==> src/rtl/path_snap_segment_extractor_macros.svh <==
// Assertion helpers used by the top-level extractor to check its own logic.
`ifndef PATH_SNAP_SEGMENT_EXTRACTOR_MACROS_SVH
`define PATH_SNAP_SEGMENT_EXTRACTOR_MACROS_SVH

// Condition in one cycle implies a result in the next, outside reset.
`define PSE_ASSERT_NEXT(lbl, cond, res) \
    lbl: assert property (@(posedge i_clk) disable iff (!i_rst_n) (cond) |=> (res)) \
        else $error("pse check failed");

// Same, but also checked while reset is applied.
`define PSE_ASSERT_NEXT_ALWAYS(lbl, cond, res) \
    lbl: assert property (@(posedge i_clk) (cond) |=> (res)) \
        else $error("pse reset check failed");

`endif

==> src/rtl/pse_pkg.sv <==
`timescale 1ns / 1ps
package pse_pkg;

    // Input beat
    typedef struct packed {
        logic               is_move;
        logic               closes;
        logic signed [31:0] raw_x;
        logic signed [31:0] raw_y;
        logic               path_end;
    } t_in;

    // Result beat
    typedef struct packed {
        logic               shape_kind;
        logic signed [31:0] p0_x;
        logic signed [31:0] p0_y;
        logic signed [31:0] p1_x;
        logic signed [31:0] p1_y;
        logic [30:0]        radius;
        logic               last_of_run;
    } t_out;

    typedef struct packed {
        logic signed [31:0] mat_a;
        logic signed [31:0] mat_b;
        logic signed [31:0] mat_c;
        logic signed [31:0] mat_d;
        logic signed [31:0] offset_x;
        logic signed [31:0] offset_y;
        logic               lines_enable;
        logic               circles_enable;
    } t_cfg;

    typedef struct packed {
        logic signed [31:0] x;
        logic signed [31:0] y;
    } t_pt;

    // Classified segment handed from the front to the back
    typedef struct packed {
        logic is_move;
        logic closes;
        logic path_end;
        t_pt  pt;
    } t_item;

    localparam logic [2:0] CFG_MAT_A    = 3'd0;
    localparam logic [2:0] CFG_MAT_B    = 3'd1;
    localparam logic [2:0] CFG_MAT_C    = 3'd2;
    localparam logic [2:0] CFG_MAT_D    = 3'd3;
    localparam logic [2:0] CFG_OFFSET_X = 3'd4;
    localparam logic [2:0] CFG_OFFSET_Y = 3'd5;
    localparam logic [2:0] CFG_LINES_EN = 3'd6;
    localparam logic [2:0] CFG_CIRC_EN  = 3'd7;

    localparam logic SHAPE_LINE   = 1'b0;
    localparam logic SHAPE_CIRCLE = 1'b1;

    localparam int          MAX_RESULTS = 32;
    localparam int          NRES_W      = 6;
    localparam logic [31:0] ONE_Q16     = 32'd65536;

endpackage

==> src/rtl/pse_fifo.sv <==
`timescale 1ns / 1ps
module pse_fifo
    import pse_pkg::*;
(
    input  logic  i_clk,
    input  logic  i_rst_n,
    input  logic  i_push,
    input  t_item i_push_data,
    output logic  o_full,
    input  logic  i_pop,
    output t_item o_pop_data,
    output logic  o_empty
);
    t_item       r_mem [2];
    logic        r_wp;
    logic        r_rp;
    logic [1:0]  r_cnt;
    logic        do_push;
    logic        do_pop;

    assign o_full     = (r_cnt == 2'd2);
    assign o_empty    = (r_cnt == 2'd0);
    assign do_push    = i_push && !o_full;
    assign do_pop     = i_pop && !o_empty;
    assign o_pop_data = r_mem[r_rp];

    // Two-entry queue between front and back
    always_ff @(posedge i_clk) begin
        if (!i_rst_n) begin
            r_wp  <= 1'b0;
            r_rp  <= 1'b0;
            r_cnt <= '0;
        end else begin
            if (do_push) begin
                r_mem[r_wp] <= i_push_data;
                r_wp        <= ~r_wp;
            end
            if (do_pop) begin
                r_rp <= ~r_rp;
            end
            r_cnt <= r_cnt + {1'b0, do_push} - {1'b0, do_pop};
        end
    end

endmodule

==> config.mk <==
export PLATFORM = sky130hd
export DESIGN_NAME = pse_fifo
export DESIGN_NICKNAME = d
export VERILOG_FILES = /design/src/rtl/path_snap_segment_extractor_macros.svh /design/src/rtl/pse_pkg.sv /design/src/rtl/pse_fifo.sv
export SDC_FILE = /design/constraint.sdc
export NUM_CORES = 1
export LEC_CHECK = 0
export ABC_CLOCK_PERIOD_IN_PS = 6500
export BUFFER_PORTS_ARGS = -buffer_cell sky130_fd_sc_hd__buf_2
export CORE_MARGIN = 1
export CORE_UTILIZATION = 58
export CTS_BUF_LIST = sky130_fd_sc_hd__clkbuf_4 sky130_fd_sc_hd__clkbuf_8
export DETAILED_ROUTE_END_ITERATION = 8
export PLACE_DENSITY = 0.89
export SETUP_SLACK_MARGIN = 0.4
export SKIP_CTS_REPAIR_TIMING = 1
export SLEW_MARGIN = 10
export SYNTH_ARGS = -nofsm -noshare
export SYNTH_HDL_FRONTEND = slang
export SYNTH_SLANG_ARGS = --single-unit
export TNS_END_PERCENT = 10
==> constraint.sdc <==
create_clock -name i_clk -period 6.5 [get_ports i_clk]
set_clock_uncertainty 0.15 [all_clocks]
set_input_delay 1.3 -clock i_clk [delete_from_list [all_inputs] [get_ports i_clk]]
set_output_delay 1.3 -clock i_clk [all_outputs]
set_load 0.02 [all_outputs]
# Word-level counts from Yosys, hierarchy flattened
# Memory sizes are Yosys's and may differ from the RTL's. A register that Yosys moved wholly into a read port is not among the register bits.
# Index checks and enable logic that the tools add are counted.
dict set report word_totals {
  regBits 4
  mem_bits_rw 134
  word_cells 19
  n_memories 1
}
# memory depth width rd rd_clocked_by_memory_dff write_ports line
set memory_table {}
lappend memory_table {r_mem 2 67 1 1 1 pse_fifo.sv:14} ;# t_item r_mem [2];
dict set report op_classes {
  n_addsub 2
  n_eq_ne 1
  muxes 5
  bitwise_logic 2
  reduce_logical 5
}
# operator count
set op_table {}
lappend op_table {{$mux W1} 5}
lappend op_table {{$add A2 B1 Y2} 1}
lappend op_table {{$eq A2 B2 Y1 const B} 1}
lappend op_table {{$logic_and A1 B1 Y1} 2}
lappend op_table {{$logic_not A1 Y1} 2}
lappend op_table {{$logic_not A2 Y1} 1}
lappend op_table {{$not A1 Y1} 2}
lappend op_table {{$sub A2 B1 Y2} 1}

# Longest topological paths before layout
dict set report depth {
  depth_word 6
  depth_mapped 9
  depth_no_buf 9
}

# Worst setup path before layout
# OpenSTA, ideal clock, no wires.
dict set report synth_timing {
  kind {input to register}
  start {input port i_rst_n}
  end {memory r_mem[0][0] (netlist name), enable pin}
  setup_ns 0.492
  arrival_time_ns 4.191
  slack_ns 1.666
  path_stages 2
  n_path_buf 0
  cell_sequence {nand3_1 nor2_1}
}
dict set report synth_between {
  elab_chain_cells 2
}
# item line
set synth_lines {}
lappend synth_lines {{start: declaration} pse_fifo.sv:6} ;# input logic i_rst_n,
lappend synth_lines {{$mux W1} pse_fifo.sv:29} ;# if (!i_rst_n) begin
lappend synth_lines {{$mux W1 (implied by the code)} pse_fifo.sv:35} ;# r_mem[r_wp] <= i_push_data;
lappend synth_lines {{end: declaration} pse_fifo.sv:14}
# Every way passes these cells.

==> run_results.csv <==
group,metric,value,unit
sta,setup_tns,0,ns
clock_network,clock_sinks,139,
synth,synthArstFlopShare,0,%
placement,gp_congestion,0.750,
job,cap_viol_max_count,0,
synth,yosysUniqueCellTypes,19,
layout,final_nets,460,
global_route,grt_pass1_vias,2649,
clock_network,path_clk_slew,0.08,ns
layout,final_util,73.3,%
route,wl_per_cell,17.3,um
route,wl_met1,3420,um
placement,dp_cells,476,
global_route,grtUsageTotal,18.8,%
power,irDropWorstVdd,0.000324,V
layout,syn_to_final_growth,22.7,%
sta,fmax,0.285,GHz
route,ant_nets,0,
power,power_density,365,mW/mm^2
floorplanning,start_util,59.7,%
synth,yosys-top-cells-area,"edfxtp_1, mux2_4, mux2_2, dfxtp_1, buf_6",
synth,synth_area_leader_cell,"edfxtp_1",
route,drcViolationCount,0,
hold_path,hold_path.class,"reg -> reg",
clock_network,cts_tree,"done",
clock_network,root_buffer,"clkbuf_8",
sta,setup_ws,2.99,ns
sta,finalCriticalPeriod,3.51,ns
power,power,2.32,mW
run_status,status,"finished clean",
synth,avgSynthCellArea,22.2,sq um
synth,synth_top_area_share,77.6,%
route,routed_wl,8770,um
global_route,antenna_found_initial,0,
synth,ys.flop_type,"edfxtp_1",
route,dr.pass1.iters,6,
clock_network,clock_path_buffers,2,
global_route,grt_max_degree,68,
placement,dpl.hpwl,5870,um
synth,syn-cell-area,0.00518,sq mm
power,leakage,2.43,nW
route,viasPerCell,5.17,
placement,place_ws,3.00,ns
placement,port_buffers,139,
layout,diodes,0,
floorplanning,rows,34,
layout,fin_cells,508,
worst_setup_path,worstPathArrival,2.06,ns
worst_setup_path,criticalPathCategory,"reg -> out",
synth,synth_edf_count,134,
sta,min_period_over_period,54.0,%
worst_setup_path,path_max_fanout,67,
sta,rsz0062_at_grt,"no",
clock_network,cts-htree-levels,4,
synth,syn_nets,307,
route,vias,2628,
worst_setup_path,crit_required,5.05,ns
sta,maxSlewViolCount,0,
floorplanning,fp.dieH,96.5,um
floorplanning,ioPinCount,140,
floorplanning,core,0.00868,sq mm
clock_network,cts_buffers,17,
sta,hold_viol_final,0,
global_route,grt_pass1_wl,12300,um
sta,max_slew_margin,31.4,%
synth,yosysSeqAreaShare,79.6,%
route,drtIter0Drc,97,
synth,ys_ff_latch,139,
sta,worst_pin_slew,1.03,ns
layout,drive_gt1_share,60.3,%
route,highest_layer,"met4",
synth,yosysWarnings,0,
floorplanning,die_w,96.5,um
worst_setup_path,crit_path_start_kind,"flip-flop",
global_route,grt.overflow.total,0,
sta,setup_violations,0,
worst_setup_path,critPathCaptureType,"output pin",
synth,synthCells,234,
floorplanning,dieArea,0.00932,sq mm
clock_network,clock_latency,0.41,ns
route,wl_met2,4800,um
route,dr_wl_met3,498,um
-- metal layers --
| metal | global-route usage [%] | vias up |
|---|---|---|
| met3 | 6.89 | 5 |
| met1 | 21.3 | 1302 |
| li1 | - | 1225 |
| met2 | 33.2 | 96 |
| met4 | 5.51 | 0 |
| met5 | 0 | - |
-- area by class of cell --
class	instances	area, sq um
clock buffer	17	234
clock inverter	15	139
fill	563	2320
inverter	3	11.3
multi-input combinational	85	1000
sequential	139	4130
tap	108	135
timing repair buffer	141	711
-- stage by stage --
step	area [sq um]	hold slack, ns
after floorplan	5180	0.318
final	6360	0.412
after global placement	5990	0.364
after detailed placement	5990	0.401
after CTS	6360	0.411
after global routing	6360	0.435
-- logic make-up (layout without fill, tap and decap cells) --
group / count (synthesis) / after routing / share of synthesized area [%]
muxes: 67 / 67 / 16.7
buffers and inverters: 10 / 176 / 1.30
and+or+nand+nor: 11 / 11 / 1.16
AOI/OAI and AO/OA: 2 / 2 / 0.266
DFF: 139 / 139 / 79.6
adders and majority gates: 2 / 2 / 0.483
xor gates and xnor gates: 3 / 3 / 0.507
-- synthesized netlist by cell type, types with 2 or more instances --
cell type    n
buf_2        3
inv_1        3
nor2_1       2
buf_6        3
edfxtp_1   134
nor2b_1      2
mux2_4      30
dfxtp_1      5
and2_1       3
mux2_2      37
xnor2_1      3
ha_1         2
-- sequential cells by signal (all words and copies together), names as in the netlist, named ones only --
name   flops
r_wp       1
r_rp       1
r_cnt      2
r_mem    134
-- critical path, stage by stage, from the launching register on --
cell and delay [ns]:
dfxtp_4 1.04, mux2_2 0.43, buf_2 0.16
-- path summary, 6_finish.rpt --
kind,start,end,slack [ns],depth (start not counted)
setup / recovery,flip-flop,o_pop_data[5],2.99,2
hold / removal,r_wp,r_wp,0.41,2
setup reg to reg,r_cnt[0],r_mem[0][65],3.90,4
hold reg to reg,r_wp,r_wp,0.41,2
-- report_power, final --
group	internal, mW	switching, mW
clock	0.308	0.336
combinational	0.256	0.272
sequential	1.07	0.0834
total	1.63	0.691
-- placed cells by master (no fill, tap or decap) --
| master | netlist | routed |
|---|---|---|
| inv_1 | 3 | 3 |
| clkinvlp_4 | 0 | 3 |
| clkinv_4 | 0 | 4 |
| mux2_2 | 37 | 37 |
| o21a_1 | 1 | 1 |
| nand3_1 | 1 | 1 |
| inv_6 | 0 | 5 |
| nor2_4 | 0 | 1 |
| and3_2 | 0 | 1 |
| and2_1 | 3 | 3 |
| nor2b_1 | 2 | 2 |
| nor2_1 | 2 | 1 |
| dfxtp_1 | 5 | 4 |
| clkinv_1 | 0 | 2 |
| nand2b_1 | 1 | 1 |
| buf_4 | 1 | 2 |
| dfxtp_4 | 0 | 1 |
| xnor2_1 | 3 | 3 |
| ha_1 | 2 | 2 |
| o22ai_1 | 1 | 1 |
| mux2_4 | 30 | 30 |
| clkbuf_8 | 0 | 17 |
| bufinv_16 | 0 | 1 |
| buf_2 | 3 | 139 |
| nand2_1 | 1 | 1 |
| edfxtp_1 | 134 | 134 |
No activity file was read; power rests on OpenSTA's default activity.
