$ cat src/rtl/path_snap_segment_extractor_macros.svh
// Assertion helpers used by the top-level extractor to check its own logic.
`ifndef PATH_SNAP_SEGMENT_EXTRACTOR_MACROS_SVH
`define PATH_SNAP_SEGMENT_EXTRACTOR_MACROS_SVH

// Condition in one cycle implies a result in the next, outside reset.
`define PSE_ASSERT_NEXT(lbl, cond, res) \
    lbl: assert property (@(posedge i_clk) disable iff (!i_rst_n) (cond) |=> (res)) \
        else $error("pse check failed");

// Same, but also checked while reset is applied.
`define PSE_ASSERT_NEXT_ALWAYS(lbl, cond, res) \
    lbl: assert property (@(posedge i_clk) (cond) |=> (res)) \
        else $error("pse reset check failed");

`endif

$ cat src/rtl/pse_pkg.sv
`timescale 1ns / 1ps
package pse_pkg;

    // Input beat
    typedef struct packed {
        logic               is_move;
        logic               closes;
        logic signed [31:0] raw_x;
        logic signed [31:0] raw_y;
        logic               path_end;
    } t_in;

    // Result beat
    typedef struct packed {
        logic               shape_kind;
        logic signed [31:0] p0_x;
        logic signed [31:0] p0_y;
        logic signed [31:0] p1_x;
        logic signed [31:0] p1_y;
        logic [30:0]        radius;
        logic               last_of_run;
    } t_out;

    typedef struct packed {
        logic signed [31:0] mat_a;
        logic signed [31:0] mat_b;
        logic signed [31:0] mat_c;
        logic signed [31:0] mat_d;
        logic signed [31:0] offset_x;
        logic signed [31:0] offset_y;
        logic               lines_enable;
        logic               circles_enable;
    } t_cfg;

    typedef struct packed {
        logic signed [31:0] x;
        logic signed [31:0] y;
    } t_pt;

    // Classified segment handed from the front to the back
    typedef struct packed {
        logic is_move;
        logic closes;
        logic path_end;
        t_pt  pt;
    } t_item;

    localparam logic [2:0] CFG_MAT_A    = 3'd0;
    localparam logic [2:0] CFG_MAT_B    = 3'd1;
    localparam logic [2:0] CFG_MAT_C    = 3'd2;
    localparam logic [2:0] CFG_MAT_D    = 3'd3;
    localparam logic [2:0] CFG_OFFSET_X = 3'd4;
    localparam logic [2:0] CFG_OFFSET_Y = 3'd5;
    localparam logic [2:0] CFG_LINES_EN = 3'd6;
    localparam logic [2:0] CFG_CIRC_EN  = 3'd7;

    localparam logic SHAPE_LINE   = 1'b0;
    localparam logic SHAPE_CIRCLE = 1'b1;

    localparam int          MAX_RESULTS = 32;
    localparam int          NRES_W      = 6;
    localparam logic [31:0] ONE_Q16     = 32'd65536;

endpackage

$ cat src/rtl/pse_front.sv
`timescale 1ns / 1ps
module pse_front
    import pse_pkg::*;
(
    input  logic  i_clk,
    input  logic  i_rst_n,
    input  t_cfg  i_cfg,
    input  logic  i_in_valid,
    input  t_in   i_in_data,
    output logic  o_in_stall,
    output logic  o_push,
    output t_item o_push_data,
    input  logic  i_full
);
    typedef enum logic [2:0] {
        FS_AX, FS_CY, FS_BX, FS_DY, FS_Y, FS_PUSH
    } t_fstep;

    logic               r_busy;
    t_fstep             r_step;
    logic               r_mv;
    logic               r_cl;
    logic               r_pe;
    logic signed [31:0] r_rx;
    logic signed [31:0] r_ry;
    logic signed [63:0] r_prod;
    logic signed [63:0] r_acc;
    logic signed [31:0] r_px;
    logic signed [31:0] r_py;
    logic signed [31:0] mul_a;
    logic signed [31:0] mul_b;
    logic signed [31:0] off;
    logic signed [64:0] tot;
    logic signed [49:0] tsum;
    logic signed [31:0] coord;

    function automatic logic signed [31:0] sat32(input logic signed [49:0] s);
        if (s[49:31] == '0 || s[49:31] == '1) begin
            return s[31:0];
        end
        return s[49] ? 32'sh8000_0000 : 32'sh7FFF_FFFF;
    endfunction

    // Pick the coefficient pair for this step
    always_comb begin
        mul_a = i_cfg.mat_a;
        mul_b = r_rx;
        off   = i_cfg.offset_x;
        unique case (r_step)
            FS_AX:   begin mul_a = i_cfg.mat_a; mul_b = r_rx; end
            FS_CY:   begin mul_a = i_cfg.mat_c; mul_b = r_ry; end
            FS_BX:   begin mul_a = i_cfg.mat_b; mul_b = r_rx; off = i_cfg.offset_x; end
            FS_DY:   begin mul_a = i_cfg.mat_d; mul_b = r_ry; end
            FS_Y:    begin off = i_cfg.offset_y; end
            FS_PUSH: begin off = i_cfg.offset_y; end
            default: begin off = i_cfg.offset_x; end
        endcase
        tot   = {r_acc[63], r_acc} + {r_prod[63], r_prod};
        tsum  = {tot[64], tot[64:16]} + {{18{off[31]}}, off};
        coord = sat32(tsum);
    end

    // Sequence the four products through one multiplier
    always_ff @(posedge i_clk) begin
        if (!i_rst_n) begin
            r_busy <= 1'b0;
            r_step <= FS_AX;
        end else if (!r_busy) begin
            if (i_in_valid) begin
                r_busy <= 1'b1;
                r_step <= FS_AX;
                r_mv   <= i_in_data.is_move;
                r_cl   <= i_in_data.closes;
                r_pe   <= i_in_data.path_end;
                r_rx   <= i_in_data.raw_x;
                r_ry   <= i_in_data.raw_y;
            end
        end else begin
            unique case (r_step)
                FS_AX: begin
                    r_prod <= mul_a * mul_b;
                    r_step <= FS_CY;
                end
                FS_CY: begin
                    r_acc  <= r_prod;
                    r_prod <= mul_a * mul_b;
                    r_step <= FS_BX;
                end
                FS_BX: begin
                    r_px   <= coord;
                    r_prod <= mul_a * mul_b;
                    r_step <= FS_DY;
                end
                FS_DY: begin
                    r_acc  <= r_prod;
                    r_prod <= mul_a * mul_b;
                    r_step <= FS_Y;
                end
                FS_Y: begin
                    r_py   <= coord;
                    r_step <= FS_PUSH;
                end
                FS_PUSH: begin
                    if (!i_full) begin
                        r_busy <= 1'b0;
                        r_step <= FS_AX;
                    end
                end
                default: r_step <= FS_AX;
            endcase
        end
    end

    assign o_in_stall           = r_busy;
    assign o_push               = r_busy && (r_step == FS_PUSH);
    assign o_push_data.is_move  = r_mv;
    assign o_push_data.closes   = r_cl;
    assign o_push_data.path_end = r_pe;
    assign o_push_data.pt.x     = r_px;
    assign o_push_data.pt.y     = r_py;

endmodule

$ cat config.mk
export PLATFORM = sky130hd
export DESIGN_NAME = pse_front
export DESIGN_NICKNAME = d
export VERILOG_FILES = /design/src/rtl/path_snap_segment_extractor_macros.svh /design/src/rtl/pse_pkg.sv /design/src/rtl/pse_front.sv
export SDC_FILE = /design/constraint.sdc
export NUM_CORES = 2
export LEC_CHECK = 0
export BUFFER_PORTS_ARGS = -buffer_cell sky130_fd_sc_hd__buf_4
export CAP_MARGIN = 20
export CORE_ASPECT_RATIO = 0.75
export CORE_UTILIZATION = 55
export CTS_BUF_LIST = sky130_fd_sc_hd__clkbuf_16
export DETAILED_ROUTE_END_ITERATION = 6
export PLACE_DENSITY = 0.73
export SYNTH_ARGS = -nofsm -noshare
export SYNTH_HDL_FRONTEND = slang
export SYNTH_SLANG_ARGS = --single-unit
$ cat constraint.sdc
create_clock -name i_clk -period 12.6 [get_ports i_clk]
set_input_delay 0.63 -clock i_clk [delete_from_list [all_inputs] [get_ports i_clk]]
set_output_delay 0.63 -clock i_clk [all_outputs]
set_load 0.05 [all_outputs]
# ---- After elaboration in Yosys (flattened, before gate mapping)
# Cells that the tools add are included.
dict set report totals {
  output_inout_bits 69
  in_bits 265
  wordCells 51
  ff_bits 263
}
dict set report classes {
  n_reduce_logical 14
  muxes 15
  add_sub_neg 2
  mul 1
  eq_ne 7
  bitwise 1
}
# cell n
set op_table {}
lappend op_table {{$mux 32} 5}
lappend op_table {{$pmux 32 s3} 1}
lappend op_table {{$add 64x64->65} 1}
lappend op_table {{$mul 32x32->64} 1}
lappend op_table {{$add 49x32->50} 1}
lappend op_table {{$eq 19x19->1 const B} 1}
lappend op_table {{$logic_not 19->1} 1}
lappend op_table {{$pmux 3 s6} 1}
lappend op_table {{$reduce_and 3->1} 5}
lappend op_table {{$mux 3} 3}
lappend op_table {{$eq 3x2->1 const B} 2}
lappend op_table {{$eq 3x3->1 const B} 2}
lappend op_table {{$mux 1} 5}
lappend op_table {{$reduce_or 2->1} 2}
lappend op_table {{$reduce_or 4->1} 1}
lappend op_table {{$eq 3x1->1 const B} 1}
lappend op_table {{$logic_not 3->1} 1}
lappend op_table {{$ne 3x3->1 const B} 1}
lappend op_table {{$reduce_and 2->1} 1}
lappend op_table {{$reduce_bool 2->1} 1}
lappend op_table {{$logic_and 1x1->1} 1}
lappend op_table {{$logic_or 1x1->1} 1}
lappend op_table {{$not 1->1} 1}

# ---- Logic depth before layout (Yosys ltp)
dict set report logic_depth {
  depth_word 8
  ltp_mapped 36
  ltp_nobuf 32
}

# ---- Least setup slack after synthesis
# OpenSTA, ideal clock, no wires.
dict set report synth_timing {
  kind {register -> register}
  start {register r_step[2]}
  end {register r_prod[63], data pin}
  t_required_ps 12340
  setup_ps 260
  setup_slack_ps 3395
  path_stages_with_launch 31
  path_buffers 3
  arrival_ps 8945
  period_less_slack_ps 9205
  path_cell_list {dfxtp_1 > clkbuf_1 > nand2b_1 > clkbuf_1 > clkbuf_1 > mux2_2 > and2_1 > fa_1 > fa_1 > fa_1 > inv_1 > fa_1 > inv_1 > fa_1 > inv_1 > fa_1 > fa_1 > fa_1 > inv_1 > ha_1 > and3_1 > nand2_1 > or3_1 > and2_1 > a22o_1 > a211oi_1 > o21ai_0 > a31o_2 > o21ai_0 > a41oi_1 > xnor2_1}
}
dict set report synth_via {
  elab_chain_len 4
  word_cells_on_any_way 7
  cone_classes {1 x mul; 3 x eq/ne; 2 x mux; 1 x reduce/logical}
}
# item line_no
set synth_lines {}
lappend synth_lines {{start: declaration} pse_front.sv:20} ;# t_fstep r_step;
lappend synth_lines {{start signal: assignment} pse_front.sv:67} ;# r_step <= FS_AX;
lappend synth_lines {{start signal: assignment} pse_front.sv:71} ;# r_step <= FS_AX;
lappend synth_lines {{start signal: assignment} pse_front.sv:82} ;# r_step <= FS_CY;
lappend synth_lines {{$eq 3x2->1 or $eq 3x1->1 (tied branches)} {pse_front.sv:49, pse_front.sv:79}}
lappend synth_lines {{$reduce_or 2->1 (no line)} -}
lappend synth_lines {{$mux 32} pse_front.sv:49} ;# unique case (r_step)
lappend synth_lines {{$mul 32x32->64 (*)} -}
lappend synth_lines {{end signal: assignment} pse_front.sv:81} ;# r_prod <= mul_a * mul_b;
lappend synth_lines {{end signal: assignment} pse_front.sv:86} ;# r_prod <= mul_a * mul_b;
lappend synth_lines {{end signal: assignment} pse_front.sv:91} ;# r_prod <= mul_a * mul_b;
lappend synth_lines {{end: declaration} pse_front.sv:26} ;# logic signed [63:0] r_prod;
# Mark *: on every way between the ends. The rest lies on a longest branch, timed or not.
# A chain may end at the register's enable or synchronous reset.

# ---- Worst setup path after layout
dict set report layout_timing {
  start {register r_step[2]}
  end {register r_prod[61], data pin}
}
# Same word-level chain as after synthesis.

==> results by group <==
Place
  • Gpl congestion: 1.004
  • Placed cell area: 54810 um2
  • IO Port Bufs: 331
  • DP HPWL: 125.0 mm

Route
  • TritonRoute pass-1 iters: 6
  • WL final: 153.1 mm
  • Routed Antenna Nets: 0
  • Routed wire length per instance: 22.50 um
  • Initial drt markers: 3643
  • Vias per cell: 5.796
  • Residual DRC: 0
  • Via count: 39436

Worst hold path
  • Worst min path class: in2reg
  • Hold Crit Depth: 1

Clocking
  • Clock Latency Late Sink: 0.63 ns
  • CTS H-tree depth: 1
  • CTS resizes: 0
  • CTS buffer count: 29
  • CTS tree: built
  • Root Driver: clkbuf_16
  • Max clock buf depth: 3
  • Clk pin slew, worst setup/hold paths: 0.06 ns
  • Hold-fix buffers at CTS: 0
  • CTS Sinks: 263
  • Post-CTS Setup Bufs: 0

Die
  • Core ar.: 91410 um2
  • Cell Rows: 96
  • Die ar.: 93510 um2
  • Die height: 265.1 um
  • # IOs: 334
  • Die width: 352.8 um
  • Initial Util: 55.53%

STA
  • Worst Max-Slew Pin Slew: 1.271 ns
  • Final hold violations: 0
  • RSZ-0062 raised after global routing: no
  • Min cycle time layout: 11.13 ns
  • Fmax: 89.86 MHz
  • Relative max-transition margin: 15.28%
  • Hold WS: 0.1695 ns
  • Fin. max-slew vios: 0
  • Final setup fails: 0
  • Fin crit share: 88.32%
  • TNS Setup: 0 ns
  • Setup Skew: 0.03817 ns

Worst setup path
  • Slowest CP cell: mux2i_2
  • Endpoint class of the critical path: flip-flop
  • Slowest cell delay on critical path: 0.88 ns
  • Delay-heaviest family, CP: adder cells
  • Setup crit end: r_prod[61]
  • Most used cell, CP: fa_1
  • Worst R2R Path Depth: 27
  • CP required: 12.95 ns
  • Start of the worst register-to-register path: r_step[2]
  • Reg-to-reg setup timing slack: 1.47 ns
  • Crit path from: r_step[2]
  • Worst Path Buf+Inv: 5
  • Nature of the critical path startpoint: flip-flop
  • Worst-path maximum fanout: 43
  • CP arrival: 11.48 ns
  • Kind of critical path: reg2reg
  • WP depth: 27
  • Reg-to-Reg End: r_prod[61]

Flow run
  • Max-Cap Viols: 0

GRT
  • Number of global-route vias before repair: 41526
  • Antenna violations before repair: 5
  • Total GRT Usage: 33.66%
  • Grt ovf: 0
  • First-pass GRT wire length: 238.7 mm
  • Pin count of the biggest net entering global routing: 68

Finish
  • Most common cell after layout, fill and taps aside: fa_1
  • Design area: 55730 um2
  • Most frequent cells in the layout: fa_1, inv_1, nand2_1
  • Area Overhead vs Synth: 9.804%
  • Layout cells sized above 1: 10.03%
  • Final #Nets: 7199

Logic synthesis
  • Post-synthesis register bit count: 263
  • Synth Net Count: 6971
  • Post-synth ARST share: 0%
  • Post-synth cell types: 78
  • Synthesized area: 50750 um2
  • Syn_area_per_cell: 9.528 um2
  • EDFF count, synth: 259
  • Yosys Warn Count: 0
  • Mapped Cells: 5327
  • Seq/Total Area, Yosys: 15.48%
  • Most used DFF post-synth: edfxtp_1

Outcome
  • Status: completed
==> cell type report <==
cell class              count  area, um2
multi-input cells        3823      38410
fillers                  7684      35680
flip-flops and latches    263       7861
inverters                1005       3772
repair buffers            433       3263
well taps                1225       1533
clock buffers              29      725.7
clock inverters            22      155.1
diodes                      4      10.01
==> state kept, by name, indices dropped and copies added (netlist names) <==
name / flops
r_step: 3
r_py: 32
r_px: 32
r_rx: 32
r_pe: 1
r_acc: 64
r_mv: 1
r_cl: 1
r_ry: 32
r_prod: 64
o_in_stall: 1
==> cell usage after synthesis (all sizes together), types with 5 or more instances <==
| library cell | number | area share, % |
|---|---|---|
| o22ai | 38 | 0.47 |
| inv | 1005 | 7.4 |
| o21ai | 119 | 1.2 |
| or3 | 10 | 0.12 |
| o21a | 17 | 0.25 |
| a21o | 68 | 1.0 |
| mux2 | 30 | 0.67 |
| o211ai | 18 | 0.27 |
| edfxtp | 259 | 15 |
| nand4 | 23 | 0.28 |
| and2 | 27 | 0.33 |
| or4 | 6 | 0.089 |
| xor2 | 57 | 0.98 |
| a211oi | 19 | 0.29 |
| nor2b | 28 | 0.35 |
| o22a | 33 | 0.57 |
| o21bai | 30 | 0.44 |
| nor4 | 9 | 0.11 |
| a41oi | 6 | 0.12 |
| a21oi | 211 | 2.1 |
| nand2 | 682 | 5.0 |
| nand2b | 27 | 0.33 |
| mux2i | 60 | 1.2 |
| xnor2 | 97 | 1.7 |
| fa | 1083 | 43 |
| ha | 296 | 7.3 |
| a31oi | 24 | 0.30 |
| nor3b | 7 | 0.10 |
| nand3 | 43 | 0.42 |
| clkbuf | 217 | 1.6 |
| and3 | 21 | 0.26 |
| a21boi | 8 | 0.12 |
| nor2 | 627 | 4.6 |
| buf | 19 | 0.23 |
| a211o | 5 | 0.086 |
| a311oi | 5 | 0.086 |
| nor3 | 27 | 0.28 |
==> per-stage QoR <==
stage          instances  setup WS [ns]  util [%]
5_1_grt             6800          1.020     60.96
3_5_place_dp        6746          1.691     59.96
3_3_place_gp        6746          1.850     59.96
2_1_floorplan       5327          3.395         -
6_report            6804          1.471     60.97
4_1_cts             6797          1.696     60.92
==> how the worst min path moves through the flow <==
| stage | slack, ns | endpoint | start |
|---|---|---|---|
| 2_1_floorplan | 0.43 | r_acc[0] | r_prod[0] |
| 3_3_place_gp | 0.45 | r_acc[13] | r_prod[13] |
| 3_5_place_dp | 0.44 | r_acc[22] | r_prod[22] |
| 4_1_cts | 0.14 | r_rx[17] | i_in_data[50] |
| 5_1_grt | 0.15 | r_rx[2] | i_in_data[35] |
| 6_report | 0.17 | r_rx[19] | i_in_data[52] |
==> cells by family (layout without fill, tap and decap cells) <==
group / Yosys count / in the layout / synth area share (%)
and+or+nand+nor: 1553 / 1553 / 12.62
adders and majority gates: 1379 / 1379 / 50.01
buffers and inverters: 1241 / 1489 / 9.267
AOI/OAI and AO/OA: 647 / 647 / 8.113
DFF: 263 / 263 / 15.48
xor gates and xnor gates: 154 / 154 / 2.657
muxes: 90 / 90 / 1.849
other: 0 / 4 / 0
==> routing by layer <==
metal / track usage (%) / wire, um
met5: 0 / 183
met4: 13.50 / 7717
met3: 12.06 / 20970
met2: 50.35 / 64660
met1: 44.77 / 59540
Power is not shown: default switching activity piles up to over one toggle a cycle in this logic, so the estimate is an artifact.
